[src/design/ehc_pkg.sv]
// Shared types, widths and elaboration-time constant functions for the exp CORDIC.
package ehc_pkg;

  localparam int unsigned ITERATIONS_DEF = 16;
  localparam int unsigned FRAC_BITS_DEF  = 24;
  localparam int unsigned INT_BITS       = 6;
  localparam int unsigned X_W            = 21;
  localparam int unsigned E_W            = 17;
  localparam int unsigned IO_FRAC        = 16;
  localparam int unsigned K_SPAN         = 12;
  localparam int unsigned THR_N          = 11;
  localparam int unsigned HIQ            = 60;

  localparam logic signed [X_W-1:0] X_LOW = -21'sd524288;
  localparam logic [63:0] ONE_HIQ = 64'd1 << HIQ;

  typedef struct packed {
    logic              vld;
    logic              zero;
    logic signed [4:0] k;
  } ctl_t;

  function automatic logic [63:0] udiv(input logic [63:0] num, input logic [63:0] den);
    logic [63:0] q;
    logic [64:0] rem;
    q   = '0;
    rem = '0;
    for (int b = 63; b >= 0; b--) begin
      rem = {rem[63:0], num[b]};
      if (rem >= {1'b0, den}) begin
        rem  = rem - {1'b0, den};
        q[b] = 1'b1;
      end
    end
    return q;
  endfunction

  function automatic logic [63:0] ln2_hiq();
    logic [63:0] acc;
    acc = '0;
    for (int n = 1; n <= 60; n++) begin
      acc = acc + udiv(ONE_HIQ >> n, 64'(n));
    end
    return acc;
  endfunction

  function automatic logic [63:0] atanh_hiq(input int unsigned s);
    logic [63:0] acc;
    int unsigned e;
    acc = '0;
    for (int m = 0; m < 64; m++) begin
      e = s * (2 * m + 1);
      if (e <= HIQ) begin
        acc = acc + udiv(ONE_HIQ >> e, 64'(2 * m + 1));
      end
    end
    return acc;
  endfunction

  function automatic logic [63:0] gain_hiq(input int unsigned s);
    logic [63:0] t;
    logic [63:0] acc;
    logic        done;
    t    = ONE_HIQ;
    acc  = ONE_HIQ;
    done = 1'b0;
    for (int n = 1; n < 64; n++) begin
      if (!done) begin
        t = udiv(t * 64'(2 * n - 1), 64'(2 * n));
        t = (2 * s >= 63) ? 64'd0 : (t >> (2 * s));
        if (t == 64'd0) begin
          done = 1'b1;
        end else begin
          acc = acc + t;
        end
      end
    end
    return acc;
  endfunction

  function automatic logic [63:0] mul_hiq(input logic [63:0] a, input logic [63:0] b);
    logic [127:0] p;
    p = {64'd0, a} * {64'd0, b};
    return p[123:60];
  endfunction

  function automatic int unsigned shift_of(input int unsigned i);
    if (i < 4) return i + 1;
    if (i < 14) return i;
    return i - 1;
  endfunction

  function automatic logic [63:0] invk_hiq(input int unsigned iters);
    logic [63:0] acc;
    acc = ONE_HIQ;
    for (int unsigned i = 0; i < 20; i++) begin
      if (i < iters) begin
        acc = mul_hiq(acc, gain_hiq(shift_of(i)));
      end
    end
    return acc;
  endfunction

  function automatic logic [63:0] floor_f(input logic [63:0] v, input int unsigned fb);
    return v >> (HIQ - fb);
  endfunction

  function automatic logic [63:0] ceil_f(input logic [63:0] v, input int unsigned fb);
    logic [63:0] m;
    m = (64'd1 << (HIQ - fb)) - 64'd1;
    return (v + m) >> (HIQ - fb);
  endfunction

endpackage

[src/design/exp_hyperbolic_cordic.sv]
// Top level: exp(x) for x in [-8, 0] by range reduction and pipelined hyperbolic CORDIC.
//
// Fully pipelined: a new argument is taken on every cycle that start is high, and busy
// never rises. The result strobes on out_valid after the request is taken and has passed
// three range-reduction stages, one stage per rotation and one output stage.
// The result side has no hold-off: out_exp_value is valid only in the out_valid cycle,
// and the receiver cannot stall it.
// Arguments below -8.0 return 0; positive arguments return the result for 0.
module exp_hyperbolic_cordic import ehc_pkg::*; #(
  parameter int unsigned ITERATIONS         = ITERATIONS_DEF,
  parameter int unsigned INTERNAL_FRAC_BITS = FRAC_BITS_DEF
) (
  input  logic                  clk,
  input  logic                  rst_n,
  input  logic                  start,
  output logic                  busy,
  input  logic signed [X_W-1:0] in_x_value,
  output logic                  out_valid,
  output logic [E_W-1:0]        out_exp_value
);

  localparam int unsigned WD = INTERNAL_FRAC_BITS + INT_BITS;
  localparam int unsigned OSH = INTERNAL_FRAC_BITS - IO_FRAC;
  localparam logic [WD-1:0] INVK = WD'(floor_f(invk_hiq(ITERATIONS), INTERNAL_FRAC_BITS));

  ctl_t                 ctl_w [ITERATIONS+1];
  logic signed [WD-1:0] x_w   [ITERATIONS+1];
  logic signed [WD-1:0] y_w   [ITERATIONS+1];
  logic signed [WD-1:0] z_w   [ITERATIONS+1];

  logic                 vld_r;
  logic [E_W-1:0]       exp_r, exp_nxt;
  ctl_t                 fin;
  logic signed [WD:0]   sum;
  logic signed [WD:0]   scaled;
  logic signed [WD:0]   res;
  logic signed [4:0]    kneg;
  logic [3:0]           sh;

  assign busy = 1'b0;

  ehc_reduce #(
    .FRAC_BITS (INTERNAL_FRAC_BITS)
  ) u_reduce (
    .clk     (clk),
    .rst_n   (rst_n),
    .in_vld  (start),
    .in_x    (in_x_value),
    .out_ctl (ctl_w[0]),
    .out_r   (z_w[0])
  );

  assign x_w[0] = signed'(INVK);
  assign y_w[0] = '0;

  for (genvar i = 0; i < ITERATIONS; i++) begin : g_rot
    localparam int unsigned S = shift_of(i);
    localparam logic [WD-1:0] A = WD'(floor_f(atanh_hiq(S), INTERNAL_FRAC_BITS));
    ehc_rot #(
      .WD    (WD),
      .SHIFT (S),
      .ATANH (A)
    ) u_rot (
      .clk     (clk),
      .rst_n   (rst_n),
      .in_ctl  (ctl_w[i]),
      .in_x    (x_w[i]),
      .in_y    (y_w[i]),
      .in_z    (z_w[i]),
      .out_ctl (ctl_w[i+1]),
      .out_x   (x_w[i+1]),
      .out_y   (y_w[i+1]),
      .out_z   (z_w[i+1])
    );
  end

  // output: (X + Y) >> -k, back to 16 fraction bits
  always_comb begin
    fin    = ctl_w[ITERATIONS];
    sum    = {x_w[ITERATIONS][WD-1], x_w[ITERATIONS]} + {y_w[ITERATIONS][WD-1], y_w[ITERATIONS]};
    kneg   = -fin.k;
    sh     = '0;
    if (fin.k <= 5'sd0 && fin.k >= -5'sd12) begin
      sh = kneg[3:0];
    end
    scaled  = sum >>> sh;
    res     = scaled >>> OSH;
    exp_nxt = fin.zero ? '0 : res[E_W-1:0];
  end

  always_ff @(posedge clk) begin
    if (!rst_n) begin
      vld_r <= 1'b0;
    end else begin
      vld_r <= fin.vld;
    end
  end

  always_ff @(posedge clk) begin
    exp_r <= exp_nxt;
  end

  assign out_valid     = vld_r;
  assign out_exp_value = exp_r;

endmodule

[src/design/ehc_reduce.sv]
// Range reduction: x = k*ln2 + r, three register stages.
module ehc_reduce import ehc_pkg::*; #(
  parameter int unsigned FRAC_BITS = FRAC_BITS_DEF
) (
  input  logic                               clk,
  input  logic                               rst_n,
  input  logic                               in_vld,
  input  logic signed [X_W-1:0]              in_x,
  output ctl_t                               out_ctl,
  output logic signed [FRAC_BITS+INT_BITS-1:0] out_r
);

  localparam int unsigned WD = FRAC_BITS + INT_BITS;
  localparam int unsigned SH = FRAC_BITS - IO_FRAC;
  localparam logic [WD-1:0] LN2F = WD'(floor_f(ln2_hiq(), FRAC_BITS));

  logic signed [WD-1:0] mult_w [K_SPAN+1];
  logic [THR_N:1]       thr_hit;

  logic signed [X_W-1:0] xc;
  logic signed [WD-1:0]  xi;
  logic                  below;
  logic [3:0]            kmag;

  ctl_t                  a_ctl_r, a_ctl_nxt;
  logic signed [WD-1:0]  a_xi_r;
  ctl_t                  b_ctl_r;
  logic signed [WD-1:0]  b_r_r, b_r_nxt;
  ctl_t                  c_ctl_r, c_ctl_nxt;
  logic signed [WD-1:0]  c_r_r, c_r_nxt;
  logic signed [4:0]     a_kneg;

  for (genvar j = 0; j <= K_SPAN; j++) begin : g_mult
    localparam logic [63:0] FV = floor_f(ln2_hiq() * 64'(j), FRAC_BITS);
    assign mult_w[j] = WD'(FV);
  end

  for (genvar j = 1; j <= THR_N; j++) begin : g_thr
    localparam logic [63:0] CV = ceil_f(ln2_hiq() * 64'(j), FRAC_BITS);
    localparam logic signed [WD-1:0] THR = WD'(64'd0 - CV);
    assign thr_hit[j] = (xi >= THR);
  end

  // stage A: clamp, scale, pick k
  always_comb begin
    below = (in_x < X_LOW);
    xc    = (in_x > 0) ? '0 : in_x;
    xi    = signed'({{(WD-X_W){xc[X_W-1]}}, xc}) <<< SH;
    kmag  = 4'(K_SPAN);
    for (int j = THR_N; j >= 1; j--) begin
      if (thr_hit[j]) kmag = 4'(j);
    end
    if (xi >= 0) kmag = '0;
    a_ctl_nxt.vld  = in_vld;
    a_ctl_nxt.zero = below;
    a_ctl_nxt.k    = -signed'({1'b0, kmag});
  end

  // stage B: r = x + |k|*ln2
  always_comb begin
    a_kneg  = -a_ctl_r.k;
    b_r_nxt = a_xi_r + mult_w[a_kneg[3:0]];
  end

  // stage C: one correction step into [0, ln2)
  always_comb begin
    c_ctl_nxt = b_ctl_r;
    c_r_nxt   = b_r_r;
    if (b_r_r < 0) begin
      c_r_nxt     = b_r_r + signed'(LN2F);
      c_ctl_nxt.k = b_ctl_r.k - 5'sd1;
    end else if (b_r_r >= signed'(LN2F)) begin
      c_r_nxt     = b_r_r - signed'(LN2F);
      c_ctl_nxt.k = b_ctl_r.k + 5'sd1;
    end
  end

  always_ff @(posedge clk) begin
    if (!rst_n) begin
      a_ctl_r <= '0;
      b_ctl_r <= '0;
      c_ctl_r <= '0;
    end else begin
      a_ctl_r <= a_ctl_nxt;
      b_ctl_r <= a_ctl_r;
      c_ctl_r <= c_ctl_nxt;
    end
  end

  always_ff @(posedge clk) begin
    a_xi_r <= xi;
    b_r_r  <= b_r_nxt;
    c_r_r  <= c_r_nxt;
  end

  assign out_ctl = c_ctl_r;
  assign out_r   = c_r_r;

endmodule

[src/design/ehc_rot.sv]
// One registered hyperbolic CORDIC rotation stage.
module ehc_rot import ehc_pkg::*; #(
  parameter int unsigned WD    = FRAC_BITS_DEF + INT_BITS,
  parameter int unsigned SHIFT = 1,
  parameter logic [WD-1:0] ATANH = '0
) (
  input  logic                 clk,
  input  logic                 rst_n,
  input  ctl_t                 in_ctl,
  input  logic signed [WD-1:0] in_x,
  input  logic signed [WD-1:0] in_y,
  input  logic signed [WD-1:0] in_z,
  output ctl_t                 out_ctl,
  output logic signed [WD-1:0] out_x,
  output logic signed [WD-1:0] out_y,
  output logic signed [WD-1:0] out_z
);

  ctl_t                 ctl_r;
  logic signed [WD-1:0] x_r, x_nxt;
  logic signed [WD-1:0] y_r, y_nxt;
  logic signed [WD-1:0] z_r, z_nxt;
  logic signed [WD-1:0] xs, ys;

  always_comb begin
    xs = in_x >>> SHIFT;
    ys = in_y >>> SHIFT;
    if (!in_z[WD-1]) begin
      x_nxt = in_x + ys;
      y_nxt = in_y + xs;
      z_nxt = in_z - signed'(ATANH);
    end else begin
      x_nxt = in_x - ys;
      y_nxt = in_y - xs;
      z_nxt = in_z + signed'(ATANH);
    end
  end

  always_ff @(posedge clk) begin
    if (!rst_n) begin
      ctl_r <= '0;
    end else begin
      ctl_r <= in_ctl;
    end
  end

  always_ff @(posedge clk) begin
    x_r <= x_nxt;
    y_r <= y_nxt;
    z_r <= z_nxt;
  end

  assign out_ctl = ctl_r;
  assign out_x   = x_r;
  assign out_y   = y_r;
  assign out_z   = z_r;

endmodule
[config.mk]
export PLATFORM = sky130hd
export DESIGN_NAME = exp_hyperbolic_cordic
export DESIGN_NICKNAME = d
export VERILOG_FILES = /design/src/design/ehc_pkg.sv /design/src/design/exp_hyperbolic_cordic.sv /design/src/design/ehc_reduce.sv /design/src/design/ehc_rot.sv
export SDC_FILE = /design/constraint.sdc
export NUM_CORES = 2
export LEC_CHECK = 0
export BUFFER_PORTS_ARGS = -buffer_cell sky130_fd_sc_hd__buf_2
export CORE_MARGIN = 3
export CORE_UTILIZATION = 50
export DETAILED_ROUTE_END_ITERATION = 8
export PLACE_DENSITY = 0.69
export SYNTH_ARGS = -nofsm -noshare
export SYNTH_HDL_FRONTEND = slang
export SYNTH_SLANG_ARGS = --single-unit
[constraint.sdc]
create_clock -name clk -period 12.5 [get_ports clk]
set_input_delay 1.875 -clock clk [delete_from_list [all_inputs] [get_ports clk]]
set_output_delay 1.875 -clock clk [all_outputs]
set_load 0.01 [all_outputs]
==> flow_summary.toml <==
[routing]
via_per_inst = 5.682
first_pass_iters = 6
drtIter0Drc = 5127
routedWlPerCell_um = 18.01
wirelength_um = 258100
vias = 81420
post-route-drc-count = 0
postRouteAntennaNets = 0

[critical_path]
setup.worst_path.start = "u_reduce.a_ctl_r[0]"
path_cells = "inv_1 > ha_1 > inv_1 > ha_1 > clkinv_1 > a21oi_1 > a21oi_1 > ha_1 > a21o_1 > a21o_1 > a41oi_1 > o21ai_0 > o41ai_1 > o21ai_0 > o21ai_0 > inv_1 > o31a_1 > xor2_1"
cp.arrival_ns = 5.76
timing.rr.start = "u_reduce.a_ctl_r[0]"
startpoint_type = "flip-flop"
end_kind = "flip-flop"
crit_fanout = 18
r2r_slack_ns = 7.44
required_ns = 13.20
worst_path_max_delay_cell = "dfxtp_1"
critPathKind = "flip-flop to flip-flop"
cpPeakStageDelay_ns = 0.59

[place]
dp_cells = 14010
gp_congestion = 0.9596
portBuffers = 41
dp_hpwl_um = 204900
postPlaceCellArea_um2 = 101900

[synth]
synth-edff-count = 0
synth-main-ff-cell = "dfxtp_1"
synthCells = 11530
synth_cell_types = 112
syn_nets = 12830
ys_ff_latch = 1453
synth_async_sr_flop_share = 0
yosysWarnings = 0
seq_area_frac_synth = 0.2936
syn_area_um2 = 99060
synth_area_per_cell_um2 = 8.593

[floorplanning]
num_rows = 162
die_h_um = 451.1
die_w_um = 451.1
fp.dieArea_um2 = 203500
initial_core_util = 0.5054
ios = 43
design.core.area_um2 = 196000

[sta]
worst_pin_slew_ns = 1.233
clock_skew_ns = 0.07097
fin_tns_setup_ns = 0
fin_crit_sh = 0.4046
hold_viol = 0
setup_viol = 0
relSlewSlack = 0.1739
max_freq_ghz = 0.1977
slew_viol_final = 0
rsz0062_at_grt = "no"
period_needed_ns = 5.058

[global_route]
grt_pass1_vias = 79330
grt_start_max_net_pins = 134
antenna_found_initial = 8
gr-usage-all-layers = 0.2443
grt_pass1_wl_um = 411600
overflow = 0

[status]
status = "finished, final reports clean"

[cells_and_area]
nNetsFinal = 12860
fin_area_um2 = 108000
drive_above_1_share = 0.04438
finalNonFillerCells = 14330
area_delta_synth_final_pct = 8.991

[clocking]
clock_tree.root_cell = "clkbuf_16"
numClockSinks = 1453
htreeDepth = 4
cts_resized = 0
cts_setup_buffers = 0
cts_tree = "yes"
cts.clk_slew.worst_paths_ns = 0.06
clk_latency_ns = 0.83
hold_buffers = 0
cts_buffers = 166
cts.path.max_buffers = 3

[min_path]
hp-class = "flip-flop to flip-flop"
hold_path.startpoint = "g_rot[4].u_rot.out_z[0]"

[flow_run]
max_cap_viol_count = 0
## worst max-delay path: cells and delay by family, from the launching register on
kind                       cells  cell delay [ns]
adders and majority gates      3             1.11
xor gates and xnor gates       1             0.14
buffers and inverters          4             0.76
DFF                            1             0.59
AOI/OAI and AO/OA             10             2.34
## synthesized netlist by cell type, drive strengths merged (82+ instances only)
master	n	area (um2)
mux2i	91	910.9
o21a	263	1974
clkbuf	175	681.9
ha	1232	15410
o21ai	499	2527
xnor2	1221	10690
nand3	168	840.8
nor2	1101	4133
inv	482	1809
nor3	312	1567
nor4	82	553.0
nand2	537	2018
and3	91	570.6
nand2b	161	1007
nor2b	163	1020
xor2	360	3161
a21o	407	3058
dfxtp	1453	29090
o21bai	146	1100
a31oi	138	863.3
a211oi	92	695.7
and2	204	1279
a21oi	1250	6301
## placed cells by master, fill, tap and decap left out, drive strengths merged, types with 74 or more instances in the layout
cell type,instances
buf,74
a21oi,1250
inv,493
nor2b,163
nand2,537
dfxtp,1453
xnor2,1221
and2,204
nor4,82
a31oi,138
o21ai,499
nand2b,161
ha,1232
and3,91
nand3,168
o21a,263
clkbuf,219
a211oi,92
mux2i,91
xor2,360
a21o,407
o21bai,146
nor2,1101
nor3,312
## path summary, 6_finish.rpt
| path | depth (start not counted) | to |
|---|---|---|
| setup / recovery | 18 | u_reduce.b_r_r[27] |
| hold / removal | 0 | g_rot[5].u_rot.out_z[0] |
| setup reg to reg | 18 | u_reduce.b_r_r[27] |
| hold reg to reg | 0 | g_rot[5].u_rot.out_z[0] |
## through the flow
stage / hold slack, ns / util / setup slack [ns]
2_1_floorplan: 0.3096 / - / 8.041
3_3_place_gp: 0.3126 / 0.5201 / 7.515
3_5_place_dp: 0.3121 / 0.5201 / 7.516
4_1_cts: 0.3248 / 0.5507 / 7.551
5_1_grt: 0.3290 / 0.5508 / 7.029
6_report: 0.3213 / 0.5508 / 7.442
## state kept, by name, indices dropped and copies added (netlist names)
register,count
g_rot.u_rot.out_y,450
g_rot.u_rot.out_x,431
g_rot.u_rot.out_z,343
g_rot.u_rot.out_ctl,112
u_reduce.out_r,29
u_reduce.b_r_r,28
u_reduce.a_xi_r,21
out_exp_value,17
u_reduce.a_ctl_r,7
u_reduce.b_ctl_r,7
u_reduce.out_ctl,7
out_valid,1
## layer usage
metal,vias to the layer above,global-route usage,wire [um]
li1,41170,-,-
met1,37900,0.3038,114600
met2,1827,0.4201,120700
met3,517,0.02720,9605
met4,2,0.1178,13180
met5,-,0,13
## final cells by class
cell class	count	area [um2]
Antenna cell	11	27.53
Clock buffer	219	4696
Clock inverter	90	1295
Fill cell	17850	88040
Inverter	486	1824
Multi-Input combinational cell	9373	67280
Sequential cell	1453	29100
Tap cell	2624	3283
Timing Repair Buffer	74	452.9
## cells by family after synthesis
| logic type | after synthesis | share of synthesized area |
|---|---|---|
| other cells | 1 | 0.00003786 |
| compound gates | 3300 | 0.2118 |
| simple gates | 3115 | 0.1524 |
| fa+ha+maj | 1280 | 0.1653 |
| mux | 96 | 0.009764 |
| buf+inv | 702 | 0.02718 |
| flops | 1453 | 0.2936 |
| xor+xnor | 1581 | 0.1399 |
Power is left out: the tool's default activity adds up to more than one toggle a clock period on the data nets, which glitch-free logic cannot reach.
